**src/rtl/core/stpc_pkg.sv**
```systemverilog
// Shared constants and a helper function for the stepper position controller.
package stpc_pkg;

  localparam int STEP_COUNT_BITS = 18;

  localparam int TS_W   = 17;
  localparam int SP_W   = 16;
  localparam int MT_W   = 26;
  localparam int PP_W   = 24;
  localparam int CMD_W  = 3;
  localparam int PIN_W  = 8;
  localparam int POS_W  = 7;
  localparam int STAT_W = 2;

  // step_count * 100 fits in the magnitude bits plus seven
  localparam int DVD_W  = STEP_COUNT_BITS - 1 + 7;

  localparam logic signed [STEP_COUNT_BITS-1:0] SC_MAX = {1'b0, {(STEP_COUNT_BITS-1){1'b1}}};
  localparam logic signed [STEP_COUNT_BITS-1:0] SC_MIN = {1'b1, {(STEP_COUNT_BITS-1){1'b0}}};
  localparam logic signed [STEP_COUNT_BITS-1:0] SC_ONE = STEP_COUNT_BITS'(1);

  localparam logic [POS_W-1:0] POS_FULL = POS_W'(100);
  localparam logic [POS_W-1:0] POS_HIGH = POS_W'(99);
  localparam logic [POS_W-1:0] POS_LOW  = POS_W'(1);

  localparam logic [CMD_W-1:0] CMD_TICK  = 3'd0;
  localparam logic [CMD_W-1:0] CMD_SET   = 3'd1;
  localparam logic [CMD_W-1:0] CMD_OPEN  = 3'd2;
  localparam logic [CMD_W-1:0] CMD_CLOSE = 3'd3;
  localparam logic [CMD_W-1:0] CMD_STOP  = 3'd4;

  localparam logic [STAT_W-1:0] ST_CLOSED  = 2'd0;
  localparam logic [STAT_W-1:0] ST_OPENED  = 2'd1;
  localparam logic [STAT_W-1:0] ST_STOPPED = 2'd2;
  localparam logic [STAT_W-1:0] ST_MOVING  = 2'd3;

  localparam logic [1:0] REG_TOTAL_STEPS    = 2'd0;
  localparam logic [1:0] REG_STEP_PERIOD    = 2'd1;
  localparam logic [1:0] REG_MOVE_TIMEOUT   = 2'd2;
  localparam logic [1:0] REG_PUBLISH_PERIOD = 2'd3;

  localparam logic [TS_W-1:0] TS_RST = TS_W'(10000);
  localparam logic [SP_W-1:0] SP_RST = SP_W'(200);
  localparam logic [MT_W-1:0] MT_RST = MT_W'(30000000);
  localparam logic [PP_W-1:0] PP_RST = PP_W'(500000);

  function automatic logic [STAT_W-1:0] classify(input logic [POS_W-1:0] pos);
    logic [STAT_W-1:0] st;
    if (pos >= POS_HIGH) st = ST_OPENED;
    else if (pos <= POS_LOW) st = ST_CLOSED;
    else st = ST_STOPPED;
    return st;
  endfunction

endpackage

```
**src/rtl/core/stepper_target_position_control.sv**
```systemverilog
// Stepper position controller top level: command sequencer, state and config registers.
//
// Usage: one command per input transaction on s_axis (tdata[2:0] command,
// tdata[10:3] percent). Commands: tick, set position, open, close, stop.
// Every transaction yields exactly one result transaction on m_axis.
// Sequence: an accepted command moves from S_IDLE to S_OUT, where its result
// is loaded into the output register once that register is free, and then
// returns to S_IDLE. A tick that issues a step first runs the serial divider
// for the percentage in S_DIV (one quotient bit at a time), which updates the
// position, then checks the target in S_FIN before S_OUT. With total_steps at
// zero the divider is skipped and the tick goes straight to S_FIN.
// One command is in flight at a time and s_axis_tready is low meanwhile.
// The output register lets the next command be accepted while a result waits;
// a stalled receiver holds the result and, once another result is ready,
// holds the sequencer until the register frees up.
// Config over APB: total_steps 0x0, step_period 0x4, move_timeout 0x8,
// publish_period 0xC; write only while no command is in flight.
// Reset: step count, position, timers cleared, target none, direction
// opening, status closed, config at defaults, no result pending.
module stepper_target_position_control (
  input  logic        clk_i,
  input  logic        rst_ni,
  input  logic        s_axis_tvalid,
  output logic        s_axis_tready,
  input  logic [15:0] s_axis_tdata,   // [2:0] command, [10:3] percent
  output logic        m_axis_tvalid,
  input  logic        m_axis_tready,
  output logic [15:0] m_axis_tdata,   // [0] step_pulse, [1] dir_open, [2] motor_enable,
                                      // [9:3] position, [11:10] status,
                                      // [12] save_request, [13] publish
  input  logic        psel,
  input  logic        penable,
  input  logic        pwrite,
  input  logic [3:0]  paddr,
  input  logic [31:0] pwdata,
  output logic [31:0] prdata,
  output logic        pready
);

  localparam int N = stpc_pkg::STEP_COUNT_BITS;

  localparam logic [1:0] S_IDLE = 2'd0;
  localparam logic [1:0] S_DIV  = 2'd1;
  localparam logic [1:0] S_FIN  = 2'd2;
  localparam logic [1:0] S_OUT  = 2'd3;

  logic [1:0] state_q, state_d;

  logic [stpc_pkg::TS_W-1:0] total_steps_q;
  logic [stpc_pkg::SP_W-1:0] step_period_q;
  logic [stpc_pkg::MT_W-1:0] move_timeout_q;
  logic [stpc_pkg::PP_W-1:0] publish_period_q;

  logic signed [N-1:0]          step_count_q, step_count_d;
  logic [stpc_pkg::POS_W-1:0]   position_q, position_d;
  logic [stpc_pkg::POS_W-1:0]   target_q, target_d;
  logic                         target_valid_q, target_valid_d;
  logic                         moving_q, moving_d;
  logic                         dir_q, dir_d;
  logic [stpc_pkg::STAT_W-1:0]  status_q, status_d;
  logic [stpc_pkg::MT_W-1:0]    move_timer_q, move_timer_d;
  logic [stpc_pkg::SP_W-1:0]    step_timer_q, step_timer_d;
  logic [stpc_pkg::PP_W-1:0]    pub_timer_q, pub_timer_d;
  logic                         pulse_q, pulse_d;
  logic                         save_q, save_d;
  logic                         pub_q, pub_d;

  logic        m_valid_q;
  logic [15:0] m_data_q;
  logic        out_load;

  logic                          div_start;
  logic [stpc_pkg::DVD_W-1:0]    div_dividend;
  logic                          div_done;
  logic [stpc_pkg::DVD_W-1:0]    div_quotient;

  logic [stpc_pkg::CMD_W-1:0]    cmd;
  logic [stpc_pkg::PIN_W-1:0]    pct_in;
  logic [stpc_pkg::POS_W-1:0]    pct_c;
  logic [stpc_pkg::MT_W-1:0]     mt_inc;
  logic [stpc_pkg::SP_W-1:0]     st_inc;
  logic [stpc_pkg::PP_W-1:0]     pt_inc;
  logic signed [N-1:0]           sc_next;
  logic [stpc_pkg::DVD_W-1:0]    sc_ext;
  logic                          open_ok;
  logic                          close_ok;
  logic                          reached;
  logic                          cfg_wr;

  assign cmd    = s_axis_tdata[2:0];
  assign pct_in = s_axis_tdata[10:3];
  assign pct_c  = (pct_in > stpc_pkg::PIN_W'(100)) ? stpc_pkg::POS_FULL
                                                  : pct_in[stpc_pkg::POS_W-1:0];

  assign mt_inc = (move_timer_q == '1) ? move_timer_q : move_timer_q + stpc_pkg::MT_W'(1);
  assign st_inc = (step_timer_q == '1) ? step_timer_q : step_timer_q + stpc_pkg::SP_W'(1);
  assign pt_inc = (pub_timer_q == '1)  ? pub_timer_q  : pub_timer_q + stpc_pkg::PP_W'(1);

  always_comb begin
    sc_next = step_count_q;
    if (dir_q) begin
      if (step_count_q != stpc_pkg::SC_MAX) sc_next = step_count_q + stpc_pkg::SC_ONE;
    end else begin
      if (step_count_q != stpc_pkg::SC_MIN) sc_next = step_count_q - stpc_pkg::SC_ONE;
    end
  end

  // x*100 = x*64 + x*32 + x*4; negative counts clamp to zero
  assign sc_ext       = stpc_pkg::DVD_W'(sc_next[N-2:0]);
  assign div_dividend = sc_next[N-1] ? '0 : (sc_ext << 6) + (sc_ext << 5) + (sc_ext << 2);

  assign open_ok  = (status_q != stpc_pkg::ST_OPENED) && (status_q != stpc_pkg::ST_MOVING);
  assign close_ok = (status_q != stpc_pkg::ST_CLOSED) && (status_q != stpc_pkg::ST_MOVING);
  assign reached  = target_valid_q && ((dir_q && (position_q >= target_q)) ||
                                       (!dir_q && (position_q <= target_q)));

  assign s_axis_tready = (state_q == S_IDLE);
  assign out_load      = (state_q == S_OUT) && (!m_valid_q || m_axis_tready);

  always_comb begin
    state_d        = state_q;
    step_count_d   = step_count_q;
    position_d     = position_q;
    target_d       = target_q;
    target_valid_d = target_valid_q;
    moving_d       = moving_q;
    dir_d          = dir_q;
    status_d       = status_q;
    move_timer_d   = move_timer_q;
    step_timer_d   = step_timer_q;
    pub_timer_d    = pub_timer_q;
    pulse_d        = pulse_q;
    save_d         = save_q;
    pub_d          = pub_q;
    div_start      = 1'b0;
    case (state_q)
      S_IDLE: begin
        if (s_axis_tvalid) begin
          pulse_d = 1'b0;
          save_d  = 1'b0;
          pub_d   = 1'b0;
          state_d = S_OUT;
          case (cmd)
            stpc_pkg::CMD_TICK: begin
              if (moving_q) begin
                move_timer_d = mt_inc;
                step_timer_d = st_inc;
                pub_timer_d  = pt_inc;
                if (mt_inc >= move_timeout_q) begin
                  moving_d       = 1'b0;
                  status_d       = dir_q ? stpc_pkg::ST_OPENED : stpc_pkg::ST_CLOSED;
                  target_valid_d = 1'b0;
                  save_d         = 1'b1;
                  pub_d          = 1'b1;
                end else if (st_inc >= step_period_q) begin
                  step_timer_d = '0;
                  pulse_d      = 1'b1;
                  step_count_d = sc_next;
                  if (pt_inc >= publish_period_q) begin
                    pub_timer_d = '0;
                    pub_d       = 1'b1;
                  end
                  if (total_steps_q != '0) begin
                    div_start = 1'b1;
                    state_d   = S_DIV;
                  end else begin
                    state_d = S_FIN;
                  end
                end
              end
            end
            stpc_pkg::CMD_SET: begin
              if (pct_c != position_q) begin
                target_d       = pct_c;
                target_valid_d = 1'b1;
                if (pct_c > position_q) begin
                  if (open_ok) begin
                    dir_d        = 1'b1;
                    moving_d     = 1'b1;
                    move_timer_d = '0;
                    step_timer_d = '0;
                    pub_timer_d  = '0;
                    status_d     = stpc_pkg::ST_MOVING;
                  end
                end else if (close_ok) begin
                  dir_d        = 1'b0;
                  moving_d     = 1'b1;
                  move_timer_d = '0;
                  step_timer_d = '0;
                  pub_timer_d  = '0;
                  status_d     = stpc_pkg::ST_MOVING;
                end
              end
            end
            stpc_pkg::CMD_OPEN: begin
              if (open_ok) begin
                dir_d        = 1'b1;
                moving_d     = 1'b1;
                move_timer_d = '0;
                step_timer_d = '0;
                pub_timer_d  = '0;
                status_d     = stpc_pkg::ST_MOVING;
              end
            end
            stpc_pkg::CMD_CLOSE: begin
              if (close_ok) begin
                dir_d        = 1'b0;
                moving_d     = 1'b1;
                move_timer_d = '0;
                step_timer_d = '0;
                pub_timer_d  = '0;
                status_d     = stpc_pkg::ST_MOVING;
              end
            end
            stpc_pkg::CMD_STOP: begin
              if (moving_q) begin
                moving_d = 1'b0;
                status_d = stpc_pkg::classify(position_q);
                save_d   = 1'b1;
                pub_d    = 1'b1;
              end
            end
            default: begin
            end
          endcase
        end
      end
      S_DIV: begin
        if (div_done) begin
          position_d = (div_quotient > stpc_pkg::DVD_W'(100)) ? stpc_pkg::POS_FULL
                                                             : div_quotient[stpc_pkg::POS_W-1:0];
          state_d    = S_FIN;
        end
      end
      S_FIN: begin
        if (reached) begin
          moving_d       = 1'b0;
          status_d       = stpc_pkg::classify(position_q);
          target_valid_d = 1'b0;
          save_d         = 1'b1;
          pub_d          = 1'b1;
        end
        state_d = S_OUT;
      end
      S_OUT: begin
        if (out_load) state_d = S_IDLE;
      end
      default: state_d = S_IDLE;
    endcase
  end

  stpc_div u_div (
    .clk_i      (clk_i),
    .rst_ni     (rst_ni),
    .start_i    (div_start),
    .dividend_i (div_dividend),
    .divisor_i  (total_steps_q),
    .done_o     (div_done),
    .quotient_o (div_quotient)
  );

  always_ff @(posedge clk_i or negedge rst_ni) begin
    if (!rst_ni) begin
      state_q        <= S_IDLE;
      step_count_q   <= '0;
      position_q     <= '0;
      target_q       <= '0;
      target_valid_q <= 1'b0;
      moving_q       <= 1'b0;
      dir_q          <= 1'b1;
      status_q       <= stpc_pkg::ST_CLOSED;
      move_timer_q   <= '0;
      step_timer_q   <= '0;
      pub_timer_q    <= '0;
      pulse_q        <= 1'b0;
      save_q         <= 1'b0;
      pub_q          <= 1'b0;
    end else begin
      state_q        <= state_d;
      step_count_q   <= step_count_d;
      position_q     <= position_d;
      target_q       <= target_d;
      target_valid_q <= target_valid_d;
      moving_q       <= moving_d;
      dir_q          <= dir_d;
      status_q       <= status_d;
      move_timer_q   <= move_timer_d;
      step_timer_q   <= step_timer_d;
      pub_timer_q    <= pub_timer_d;
      pulse_q        <= pulse_d;
      save_q         <= save_d;
      pub_q          <= pub_d;
    end
  end

  // output register
  always_ff @(posedge clk_i or negedge rst_ni) begin
    if (!rst_ni) begin
      m_valid_q <= 1'b0;
    end else if (out_load) begin
      m_valid_q <= 1'b1;
    end else if (m_axis_tready) begin
      m_valid_q <= 1'b0;
    end
  end

  always_ff @(posedge clk_i) begin
    if (out_load) begin
      m_data_q <= {2'b00, pub_q, save_q, status_q, position_q, moving_q, dir_q, pulse_q};
    end
  end

  assign m_axis_tvalid = m_valid_q;
  assign m_axis_tdata  = m_data_q;

  // APB config
  assign cfg_wr = psel && penable && pwrite && pready;
  assign pready = 1'b1;

  always_ff @(posedge clk_i or negedge rst_ni) begin
    if (!rst_ni) begin
      total_steps_q    <= stpc_pkg::TS_RST;
      step_period_q    <= stpc_pkg::SP_RST;
      move_timeout_q   <= stpc_pkg::MT_RST;
      publish_period_q <= stpc_pkg::PP_RST;
    end else if (cfg_wr) begin
      case (paddr[3:2])
        stpc_pkg::REG_TOTAL_STEPS:    total_steps_q    <= pwdata[stpc_pkg::TS_W-1:0];
        stpc_pkg::REG_STEP_PERIOD:    step_period_q    <= pwdata[stpc_pkg::SP_W-1:0];
        stpc_pkg::REG_MOVE_TIMEOUT:   move_timeout_q   <= pwdata[stpc_pkg::MT_W-1:0];
        stpc_pkg::REG_PUBLISH_PERIOD: publish_period_q <= pwdata[stpc_pkg::PP_W-1:0];
        default: begin
        end
      endcase
    end
  end

  always_comb begin
    case (paddr[3:2])
      stpc_pkg::REG_TOTAL_STEPS:    prdata = 32'(total_steps_q);
      stpc_pkg::REG_STEP_PERIOD:    prdata = 32'(step_period_q);
      stpc_pkg::REG_MOVE_TIMEOUT:   prdata = 32'(move_timeout_q);
      stpc_pkg::REG_PUBLISH_PERIOD: prdata = 32'(publish_period_q);
      default:                      prdata = '0;
    endcase
  end

endmodule

```
**src/rtl/core/stpc_div.sv**
```systemverilog
// Bit-serial restoring divider: one quotient bit per cycle.
module stpc_div (
  input  logic                        clk_i,
  input  logic                        rst_ni,
  input  logic                        start_i,
  input  logic [stpc_pkg::DVD_W-1:0]  dividend_i,
  input  logic [stpc_pkg::TS_W-1:0]   divisor_i,
  output logic                        done_o,
  output logic [stpc_pkg::DVD_W-1:0]  quotient_o
);

  localparam int CNT_W = $clog2(stpc_pkg::DVD_W);
  localparam logic [CNT_W-1:0] CNT_LAST = CNT_W'(stpc_pkg::DVD_W - 1);

  logic                        busy_q, busy_d;
  logic                        done_q, done_d;
  logic [CNT_W-1:0]            cnt_q, cnt_d;
  logic [stpc_pkg::TS_W-1:0]   rem_q, rem_d;
  logic [stpc_pkg::DVD_W-1:0]  quo_q, quo_d;
  logic [stpc_pkg::TS_W:0]     trial;
  logic [stpc_pkg::TS_W:0]     dsr;
  logic                        fits;

  assign trial = {rem_q, quo_q[stpc_pkg::DVD_W-1]};
  assign dsr   = {1'b0, divisor_i};
  assign fits  = (trial >= dsr);

  always_comb begin
    busy_d = busy_q;
    done_d = 1'b0;
    cnt_d  = cnt_q;
    rem_d  = rem_q;
    quo_d  = quo_q;
    if (start_i) begin
      busy_d = 1'b1;
      cnt_d  = '0;
      rem_d  = '0;
      quo_d  = dividend_i;
    end else if (busy_q) begin
      quo_d = {quo_q[stpc_pkg::DVD_W-2:0], fits};
      if (fits) rem_d = stpc_pkg::TS_W'(trial - dsr);
      else rem_d = trial[stpc_pkg::TS_W-1:0];
      cnt_d = cnt_q + CNT_W'(1);
      if (cnt_q == CNT_LAST) begin
        busy_d = 1'b0;
        done_d = 1'b1;
      end
    end
  end

  always_ff @(posedge clk_i or negedge rst_ni) begin
    if (!rst_ni) begin
      busy_q <= 1'b0;
      done_q <= 1'b0;
      cnt_q  <= '0;
    end else begin
      busy_q <= busy_d;
      done_q <= done_d;
      cnt_q  <= cnt_d;
    end
  end

  always_ff @(posedge clk_i) begin
    rem_q <= rem_d;
    quo_q <= quo_d;
  end

  assign done_o     = done_q;
  assign quotient_o = quo_q;

endmodule

```
**config.mk**
```make
export PLATFORM = sky130hd
export DESIGN_NAME = stepper_target_position_control
export DESIGN_NICKNAME = d
export VERILOG_FILES = /design/src/rtl/core/stpc_pkg.sv /design/src/rtl/core/stepper_target_position_control.sv /design/src/rtl/core/stpc_div.sv
export SDC_FILE = /design/constraint.sdc
export NUM_CORES = 1
export LEC_CHECK = 0
export ABC_AREA = 0
export BUFFER_PORTS_ARGS = -buffer_cell sky130_fd_sc_hd__clkbuf_2
export CAP_MARGIN = 20
export CORE_MARGIN = 5
export CORE_UTILIZATION = 61
export DETAILED_ROUTE_END_ITERATION = 6
export HOLD_SLACK_MARGIN = 0.15
export PLACE_DENSITY = 0.85
export SKIP_CTS_REPAIR_TIMING = 1
export SLEW_MARGIN = 20
export SYNTH_ARGS = -nofsm -noshare
export SYNTH_HDL_FRONTEND = slang
export SYNTH_SLANG_ARGS = --single-unit
```
**constraint.sdc**
```tcl
create_clock -name clk_i -period 5.85 [get_ports clk_i]
set_input_delay 1.17 -clock clk_i [delete_from_list [all_inputs] [get_ports clk_i]]
set_output_delay 1.17 -clock clk_i [all_outputs]
set_load 0.01 [all_outputs]
```
* Word-level counts from Yosys, hierarchy flattened
Cells that the tools add are included.
** Word-level totals
- Register bits after elaboration :: 254
- Input port bits :: 59
- Output and inout port bits :: 51
- Word-level logic and storage cells :: 229
** Cells by class
- $add $sub $neg :: 9
- Magnitude comparators :: 11
- Equal/unequal tests :: 31
- Muxes and demuxes :: 115
- Bitwise logic cells :: 1
- Reductions and logical operators :: 37
** Operators with widths (number)
- $mux W24 :: 12
- $mux W26 :: 6
- $mux W16 :: 8
- $pmux W32 S4 :: 1
- $pmux W26 S4 :: 1
- $pmux W24 S4 :: 1
- $pmux W16 S4 :: 1
- $mux W18 :: 3
- $mux W1 :: 46
- $mux W2 :: 19
- $ne A18 B18 Y1 const B :: 2
- $add A26 B1 Y26 const B :: 1
- $eq A26 B26 Y1 const B :: 1
- $ge A26 B26 Y1 :: 1
- $add A23 B22 Y24 :: 1
- $add A24 B1 Y24 const B :: 1
- $add A24 B19 Y24 :: 1
- $eq A24 B24 Y1 const B :: 1
- $ge A24 B24 Y1 :: 1
- $gt A24 B7 Y1 const B :: 1
- $add A18 B2 Y18 const B :: 1
- $ge A18 B17 Y1 :: 1
- $sub A18 B2 Y18 const B :: 1
- $mux W17 :: 1
- 48 further kinds :: 91

* Depth between registers and ports, before layout
Gate-level depths: netlist of the first run.
- Word-level depth :: 10
- Depth in mapped cells :: 22

* Hierarchy
A second synthesis of the first run with hierarchy kept.
** Unflattened totals
- Cells, all modules :: 1837
- Area total of the unflattened synthesis :: 17382.9 um2
** By module, submodules not included
- stepper_target_position_control :: instances 1, cells an instance 1538, area an instance 14340.0 um2
- stpc_div :: instances 1, cells an instance 299, area an instance 3042.9 um2

* Worst setup path after synthesis of the first run
Ideal clock, no wire load.
- Path kind :: reg-to-reg
- Start :: register move_timer_q[2] (netlist name)
- End :: register u_div.quo_q, in the netlist u_div.quotient_o[0], enable pin
- Setup time :: 0.384 ns
- Arrival :: 4.573 ns
- Required time :: 5.466 ns
- Path slack :: 0.892 ns
- Cell stages (with the launch flop) :: 20
- Path buffers :: 4
- Cell sequence :: dfrtp_1 > clkbuf_1 > and4_1 > and4_1 > buf_2 > nand3_1 > nor2_1 > nor2_1 > nand4_1 > xnor2_1 > ha_1 > a21o_1 > a221o_1 > a221o_1 > a2111oi_2 > o21a_1 > buf_4 > nand4_1 > buf_2 > nand2b_1
** Between the ends
- Cells in the longest elaborated chain, start to end :: 9
- Elaborated cells between the ends (all ways) :: 10
- Those cells by class :: add/sub: 1; order compare: 1; eq/ne: 1; mux: 6; reduce/logical: 1
** RTL lines
- from (decl) :: RTL line stepper_target_position_control.sv:61 : logic [stpc_pkg::MT_W-1:0] move_timer_q, move_timer_d;
- from (signal assigned) :: RTL line stepper_target_position_control.sv:287 : move_timer_q <= move_timer_d;
- $add A26 B1 Y26 or $eq A26 B26 Y1 (tied branches) :: RTL line stepper_target_position_control.sv:95 : assign mt_inc = (move_timer_q == '1) ? move_timer_q : move_timer_q + stpc_pkg::MT_W'(1);
- $mux W26 * :: RTL line stepper_target_position_control.sv:95
- $ge A26 B26 Y1 * :: RTL line stepper_target_position_control.sv:149 : if (mt_inc >= move_timeout_q) begin
- $mux W1 * :: RTL line stepper_target_position_control.sv:149
- $mux W1 * :: RTL line stepper_target_position_control.sv:145 : if (moving_q) begin
- $mux W1 * :: RTL line stepper_target_position_control.sv:143 : case (cmd)
- $mux W1 * :: RTL line stepper_target_position_control.sv:138 : if (s_axis_tvalid) begin
- $mux W1 * :: RTL line stepper_target_position_control.sv:136 : case (state_q)
- $reduce_bool A2 Y1 (no line) *
- to (signal assigned) :: RTL line stpc_div.sv:65 : quo_q <= quo_d;
- to (decl) :: RTL line stpc_div.sv:19 : logic [stpc_pkg::DVD_W-1:0] quo_q, quo_d;
Mark *: on every way between the ends. The rest lies on a longest branch, timed or not.
A chain may end at the register's enable or synchronous reset.

* Worst setup path in the final report of the first run
- Start :: register step_count_q[2]
- End :: register u_div.quo_q, in the netlist u_div.quotient_o[22] (data pin)
** Between the ends
- Cells in the longest elaborated chain, start to end :: 7
- Elaborated cells between the ends (all ways) :: 11
- Those cells by class :: add/sub: 4; eq/ne: 2; mux: 5
** RTL lines
- from (decl) :: RTL line stepper_target_position_control.sv:54 : logic signed [N-1:0] step_count_q, step_count_d;
- from (signal assigned) :: RTL line stepper_target_position_control.sv:280 : step_count_q <= step_count_d;
- $ne A18 B18 Y1 (on tied branches) :: RTL line stepper_target_position_control.sv:104, stepper_target_position_control.sv:102
- $mux W18 (on tied branches) :: RTL line stepper_target_position_control.sv:104, stepper_target_position_control.sv:102
- $mux W18 * :: RTL line stepper_target_position_control.sv:101 : if (dir_q) begin
- named net sc_next[0] :: RTL line stepper_target_position_control.sv:83 : logic signed [N-1:0] sc_next;
- $add A23 B22 Y24 :: RTL line stepper_target_position_control.sv:110 : assign div_dividend = sc_next[N-1] ? '0 : (sc_ext << 6) + (sc_ext << 5) + (sc_ext << 2);
- $add A24 B19 Y24 * :: RTL line stepper_target_position_control.sv:110
- $mux W24 * :: RTL line stepper_target_position_control.sv:110
- $mux W24 * :: RTL line stpc_div.sv:34 : if (start_i) begin
- named net u_div.quo_d, one bit :: RTL line stpc_div.sv:19
Mark *: on every way through the listed nets, which the timed path passes. The rest lies on a longest branch.

==> reports/results.txt, run 1 <==
Core Footprint -> 0.0278 mm2
Post-synthesis cell count -> 1,843
Switch Pwr -> 2.29 mW
Critical path's slowest cell -> o41ai_1
Final Skew -> 0.0226 ns
Unrepaired setup endpoints after global routing -> false
DP Area -> 0.0179 mm2
Leakage -> 8.81 nW
Antenna cells -> 0
PD cells -> 348 mW/mm2
CTS Sinks -> 254
Register area share after synthesis -> 37.8%
Synth warnings -> 0
DR WL/cell -> 18.7 um
Fin. Hold Viols -> 0
Met3 usage -> 3.96%
Async set-reset flop share out of synthesis -> 78.3%
Number of flops mapped to enable cells by yosys -> 38
Required time worst endpoint -> 6.13 ns
M1 GR Usage -> 37.1%
Clk pwr share -> 31.0%
Max_cap viols -> 0
P_int -> 4.34 mW
GP Congestion -> 0.944
Final critical-path share of the clock period -> 95.5%
Max stage delay on crit path -> 0.59 ns
Vias in the first global route -> 13,900
Setup CP Type -> flip-flop to flip-flop
Number of register bits inferred by synthesis -> 254
Startpoint Class -> flip-flop
CP Cell Sequence -> and4_1 > nand4_1 > o41ai_1 > nand2_1 > xnor2_1 > inv_1 > fa_1 > ha_1 > fa_1 > a21o_1 > a21oi_1 > o21ai_0 > a41o_1 > o41a_1 > a31oi_1 > xor2_1 > o31ai_1
Share of cells above drive strength 1 -> 15.1%
Port buffer count -> 87
I/O pin total -> 110
Tot GR Track Use -> 27.2%
Die width -> 178 um
Area of the mapped netlist -> 0.0172 mm2
Finished layout cell area -> 0.0191 mm2
Endpoint class of the critical path -> flip-flop
GRT overflow -> 0
Least-Margin Pin Slew -> 1.07 ns
Met2 Usage GRT -> 44.0%
Number of remaining DRC errors -> 0
Headroom to the max-slew limit -> 28.4%
Global-route wire length before repair -> 70,600 um
Switch share -> 34.6%
Total CTS buffers -> 30
Clock transition at path regs -> 0.06 ns
Area growth from synthesis to layout -> 11.0%
Drt first pass iters -> 6
Total number of vias -> 14,300
Total routed wirelength -> 43,100 um
Post-synth cell types -> 81
Final HPWL DP -> 30,900 um
Share of the synthesized area in the top cell type -> 25.2%
CTS root buf -> clkbuf_16
Slew Viols, Final -> 0
Vias per cell -> 6.22
Worst-skew pair later-pin latency -> 0.57 ns
Max Freq -> 179 MHz
CTS tree -> built
Largest net degree at the start of global routing -> 105
Syn Area/Cell -> 9.32 um2
Net count, final -> 2,107
Die H -> 178 um
DIE AREA -> 0.0316 mm2
Crit path max fanout -> 10
Logic pwr share -> 32.4%
Post-route ant nets -> 0
Initial antenna violation count -> 0
Setup violators final -> 0
Arr. time, crit path -> 5.86 ns
Setup_tns -> 0 ns
Initial drt markers -> 1,255
Site Rows -> 61
Sequential share of power -> 36.6%
Crit-path leading delay family -> compound AO/OA/AOI/OAI gates
Status -> complete, no violations
Worst path buffer plus inverter count -> 1
Crit path top cell by count -> fa_1
Fin crit period -> 5.59 ns
Synth top area cells -> dfrtp_1 25%, ha_1 9.5%, edfxtp_1 6.6%
Global route hottest layer -> met2
Synth Flop Type -> dfrtp_1
H-tree levels -> 1
Clk buf depth -> 3
Power, Total -> 6.63 mW
Initial Util -> 61.8%
Maximum VDD drop -> 0.368 mV
Hold crit path type -> flip-flop to flip-flop
Synth area leader -> dfrtp_1
-- area by class of cell --
cell class                 count  area [um2]
clock buffer                  41         916
clock inverter                14         204
fill                        2111        8710
inverter                     154         578
multi-input combinational   1353        9770
sequential                   254        6490
tap                          378         473
timing repair buffer         109         634
-- cells in the mapped netlist, drive strengths merged, types with 28 or more instances --
library cell,n
nand2,193
buf,33
a21o,28
xor2,45
edfxtp,38
inv,154
o31ai,33
mux2,55
nor3,38
a21oi,85
nand4,35
clkbuf,56
nand3,50
a22o,32
o21ai,117
dfrtp,173
ha,131
xnor2,69
nor2,120
-- sequential cells by signal, indices dropped and copies added (netlist names), 16 cells and up --
register,flops
move_timeout_q,26
move_timer_q,26
pub_timer_q,24
publish_period_q,24
step_count_q,18
step_period_q,16
step_timer_q,16
total_steps_q,17
u_div.quotient_o,24
u_div.rem_q,17
-- cells by family after synthesis --
family	Yosys count	synth area share, %
simple gates	570	16.0
compound gates	417	16.1
flops	254	37.8
buf+inv	243	5.76
fa+ha+maj	146	11.3
xor+xnor	114	5.81
mux	97	7.22
other cells	2	0.0437
-- layout by cell type (no fill, tap or decap), drive strengths merged, types with 32 or more instances in the layout --
master    n
nand4    35
nor2    120
nand2   193
mux2     55
edfxtp   38
nor3     38
a22o     32
nand3    50
a21oi    85
o31ai    33
clkbuf  128
inv     154
xnor2    69
o21ai   117
xor2     45
dfrtp   173
ha      131
-- worst register-to-register path: cells and delay by family, from the launching register on --
| kind | cells | cell delay [ns] |
|---|---|---|
| buf+inv | 1 | 0.13 |
| simple gates | 3 | 0.81 |
| flops | 1 | 0.52 |
| compound gates | 8 | 2.25 |
| xor+xnor | 2 | 0.51 |
| fa+ha+maj | 3 | 1.10 |
-- power by group through the flow --
stage	registers [mW]	clock network, mW	logic [mW]
floorplan	2.36	0	1.58
global placement	2.42	0	2.02
detailed placement	2.44	0	2.11
CTS	2.42	2.08	2.14
global route	2.46	2.16	2.40
finish	2.43	2.05	2.15
-- path summary, 6_finish.rpt --
| path | from | to | slack [ns] | cells past startpoint |
|---|---|---|---|---|
| max | step_count_q[2]$_DFFE_PN0P_ | u_div.quotient_o[22]$_DFFE_PP_ | 0.26 | 17 |
| min | pub_q$_DFFE_PN0P_ | m_axis_tdata[13]$_DFFE_PP_ | 0.49 | 0 |
| max reg2reg | step_count_q[2]$_DFFE_PN0P_ | u_div.quotient_o[22]$_DFFE_PP_ | 0.26 | 17 |
| min reg2reg | pub_q$_DFFE_PN0P_ | m_axis_tdata[13]$_DFFE_PP_ | 0.49 | 0 |
| max in group asynchronous | rst_ni | target_q[2]$_DFFE_PN0P_ | 4.14 | 2 |
| min in group asynchronous | rst_ni | move_timeout_q[25]$_DFFE_PN0P_ | 0.66 | 1 |
-- layer usage --
metal  part of all wire [%]  wire length (um)  vias to the layer above
li1                       -                 -                     6684
met1                     42             17900                     6934
met2                     47             20200                      609
met3                    7.1              3080                      109
met4                    4.5              1920                        0
met5                      0                 0                        -
-- per-stage QoR --
step	hold slack, ns	utilization (%)	setup WS [ns]	cells
finish	0.486	68.6	0.263	2303
global route	0.488	68.6	0.00341	2303
CTS	0.486	68.6	0.291	2303
detailed placement	0.476	64.6	0.332	2248
global placement	0.460	64.5	0.499	2248
floorplan	0.423	-	0.892	1850
Power figures use the tool's default switching activity.
==> inputs of run 2 (changes only) <==
--- a/config.mk
+++ b/config.mk
@@ -14,7 +14,7 @@
 export HOLD_SLACK_MARGIN = 0.15
 export PLACE_DENSITY = 0.85
 export SKIP_CTS_REPAIR_TIMING = 1
-export SLEW_MARGIN = 20
 export SYNTH_ARGS = -nofsm -noshare
 export SYNTH_HDL_FRONTEND = slang
+export SYNTH_HIERARCHICAL = 1
 export SYNTH_SLANG_ARGS = --single-unit
==> run 2 against run 1 <==
  * Cell area is 0.81% higher
  * Hold slack lost 0.020 ns
  * Die area up 1.1%
==> reports/results.txt, run 2 <==
Setup CP Type -> flip-flop to flip-flop
Synth cell count leaders -> 175 x nand2_1, 173 x dfrtp_1, 144 x inv_1, 131 x ha_1, 123 x nor2_1
DIE AREA -> 0.0320 mm2
Top-count cell post-synth -> nand2_1
Initial antenna violation count -> 0
Area of the multi-input gates -> 0.0100 mm2
Simple-gate portion of the synthesized area -> 16.4%
Total CTS buffers -> 29
Antenna cells -> 0
Reg-to-Reg End -> u_div/quotient_o[22]$_DFFE_PP_
Vias per cell -> 6.18
Startpoint Class -> flip-flop
DR WL/cell -> 19.2 um
Hold EP -> m_axis_tdata[0]$_DFFE_PP_
Syn Area/Cell -> 9.46 um2
Fin crit period -> 5.59 ns
Post-Synth Adder-Cell Area -> 11.2%
Required time worst endpoint -> 6.15 ns
PD cells -> 300 mW/mm2
Non-filler cells, final -> 2,308
Total number of vias -> 14,300
Worst reg2reg startpoint -> step_count_q[0]$_DFFE_PN0P_
Number of register bits inferred by synthesis -> 254
Power, Total -> 5.76 mW
Endpoint class of the critical path -> flip-flop
Share of cells above drive strength 1 -> 17.2%
P_int -> 3.84 mW
Largest regs -> move_timeout_q x26, move_timer_q x26
Crit-path leading delay family -> compound AO/OA/AOI/OAI gates
Initial Util -> 62.2%
Least-Margin Pin Slew -> 1.07 ns
Hold crit path type -> flip-flop to flip-flop
Post-synth cell types -> 94
I/O pin total -> 110
Maximum VDD drop -> 0.218 mV
Net count, final -> 2,112
Register Area -> 0.00649 mm2
Final Skew -> 0.0233 ns
Synth area leader -> dfrtp_1
Vias in the first global route -> 14,100
Switch Pwr -> 1.93 mW
Placement Setup Slack -> 0.104 ns
Fin. Hold Viols -> 0
Worst path depth -> 22
Tot GR Track Use -> 27.3%
Setup violators final -> 0
Clk buf depth -> 3
Post-synthesis cell count -> 1,837
Port buffer count -> 87
Hold Crit Start -> pulse_q$_DFFE_PN0P_
Final HPWL DP -> 31,600 um
Setup_tns -> 0 ns
Arr. time, crit path -> 5.89 ns
Number of flops mapped to enable cells by yosys -> 38
Max_cap viols -> 0
Worst path buffer plus inverter count -> 2
Headroom to the max-slew limit -> 28.9%
Post-route ant nets -> 0
Commonest non-fill, non-tap cells in the layout -> 175 x nand2_1, 173 x dfrtp_1, 144 x inv_1
Status -> complete, no violations
Core Footprint -> 0.0279 mm2
Max stage delay on crit path -> 0.48 ns
Largest family of logic cells by synthesized area -> simple AND/OR/NAND/NOR gates
Critical path's slowest cell -> fa_1
Switch share -> 33.5%
Worst-skew pair later-pin latency -> 0.56 ns
Clk pwr share -> 32.7%
Number of remaining DRC errors -> 0
Die width -> 179 um
H-tree levels -> 1
Largest net degree at the start of global routing -> 124
CTS Sinks -> 254
Logic pwr share -> 27.7%
Leakage -> 8.74 nW
Die H -> 179 um
Synth Flop Type -> dfrtp_1
Initial drt markers -> 1,461
Unrepaired setup endpoints after global routing -> false
Fillers -> 2,052
Post-synthesis xor/xnor area fraction -> 5.89%
Hold Path Depth -> 0
Synth top area cells -> dfrtp_1 25%, ha_1 9.4%, edfxtp_1 6.6%
Final critical-path share of the clock period -> 95.6%
Async set-reset flop share out of synthesis -> 78.3%
GP Congestion -> 0.922
Worst-case reg-to-reg path depth -> 22
Synth warnings -> 6
Synth Area in Compound Gates -> 15.1%
Commonest non-fill, non-tap cell in the layout -> nand2_1
R2R Setup Slk -> 0.26 ns
CTS tree -> built
Clock transition at path regs -> 0.06 ns
CP Cell Sequence -> inv_1 > ha_1 > nand2b_1 > nor4b_4 > nor2_2 > nand2_1 > or3_1 > o32ai_1 > xor2_1 > fa_1 > ha_1 > a21o_1 > a21o_1 > o2111ai_2 > a31oi_2 > and4_1 > a2111oi_2 > buf_4 > o2bb2ai_1 > xor2_1 > nor2_1 > mux2_2
Global-route wire length before repair -> 71,300 um
Placed cell count -> 2,249
Mux cell area share after synthesis -> 8.56%
GRT overflow -> 0
Max Freq -> 179 MHz
Register area share after synthesis -> 37.4%
Crit path max fanout -> 6
Final WS setup -> 0.258 ns
Area growth from synthesis to layout -> 10.6%
Worst Hold Margin -> 0.466 ns
Total routed wirelength -> 44,200 um
Area of the mapped netlist -> 0.0174 mm2
Site Rows -> 61
Sequential share of power -> 39.7%
Slew Viols, Final -> 0
Share of the synthesized area in the top cell type -> 24.9%
Drt first pass iters -> 5
CTS root buf -> clkbuf_16
run 2: cell families (layout without fill, tap and decap cells):
kind of cell	after synthesis	count (layout)
adder cells (fa/ha/maj)	146	146
flip-flops	254	254
AO/OA/AOI/OAI	395	395
other	2	11
multiplexers	119	119
XOR/XNOR	116	116
buffers and inverters	235	319
AND/OR/NAND/NOR	570	570
run 2: metrics by stage:
step	util (%)	instance area, um2
CTS	68.6	19100
global route	68.8	19200
finish	68.8	19200
floorplan	-	17400
detailed placement	65.0	18200
global placement	65.0	18200
run 2: worst max-delay path by stage:
stage	end	startpoint	slack [ns]
after floorplan	u_div/quotient_o[22]$_DFFE_PP_	step_count_q[4]$_DFFE_PN0P_	0.49
after global placement	u_div/quotient_o[22]$_DFFE_PP_	step_count_q[4]$_DFFE_PN0P_	0.37
after detailed placement	u_div/quotient_o[22]$_DFFE_PP_	step_count_q[0]$_DFFE_PN0P_	0.10
after CTS	u_div/quotient_o[22]$_DFFE_PP_	step_count_q[0]$_DFFE_PN0P_	0.07
after global routing	u_div/quotient_o[21]$_DFFE_PP_	step_count_q[4]$_DFFE_PN0P_	0.006
final	u_div/quotient_o[22]$_DFFE_PP_	step_count_q[0]$_DFFE_PN0P_	0.26
run 2: power groups by stage:
| stage | logic [mW] | clock network [mW] | registers (mW) |
|---|---|---|---|
| finish | 1.59 | 1.88 | 2.29 |
| global route | 1.77 | 1.98 | 2.31 |
| CTS | 1.59 | 1.90 | 2.28 |
| detailed placement | 1.56 | 0 | 2.30 |
| global placement | 1.49 | 0 | 2.28 |
| floorplan | 1.12 | 0 | 2.24 |
run 2: area by class of cell:
type / count / area share, %
Tap cell: 378 / 2.46
Inverter: 144 / 2.81
Sequential cell: 254 / 33.8
Clock buffer: 38 / 4.00
Multi-Input combinational cell: 1357 / 52.1
Clock inverter: 16 / 1.10
Timing Repair Buffer: 121 / 3.74
run 2: per-layer routing:
| metal | share of wire, % | up-vias | track usage [%] | wire (um) |
|---|---|---|---|---|
| li1 | - | 6696 | - | - |
| met1 | 41 | 6882 | 35.5 | 18100 |
| met2 | 48 | 562 | 45.7 | 21400 |
| met3 | 6.2 | 133 | 4.15 | 2740 |
| met4 | 4.5 | 0 | 11.7 | 1990 |
| met5 | 0 | - | 0 | 0 |
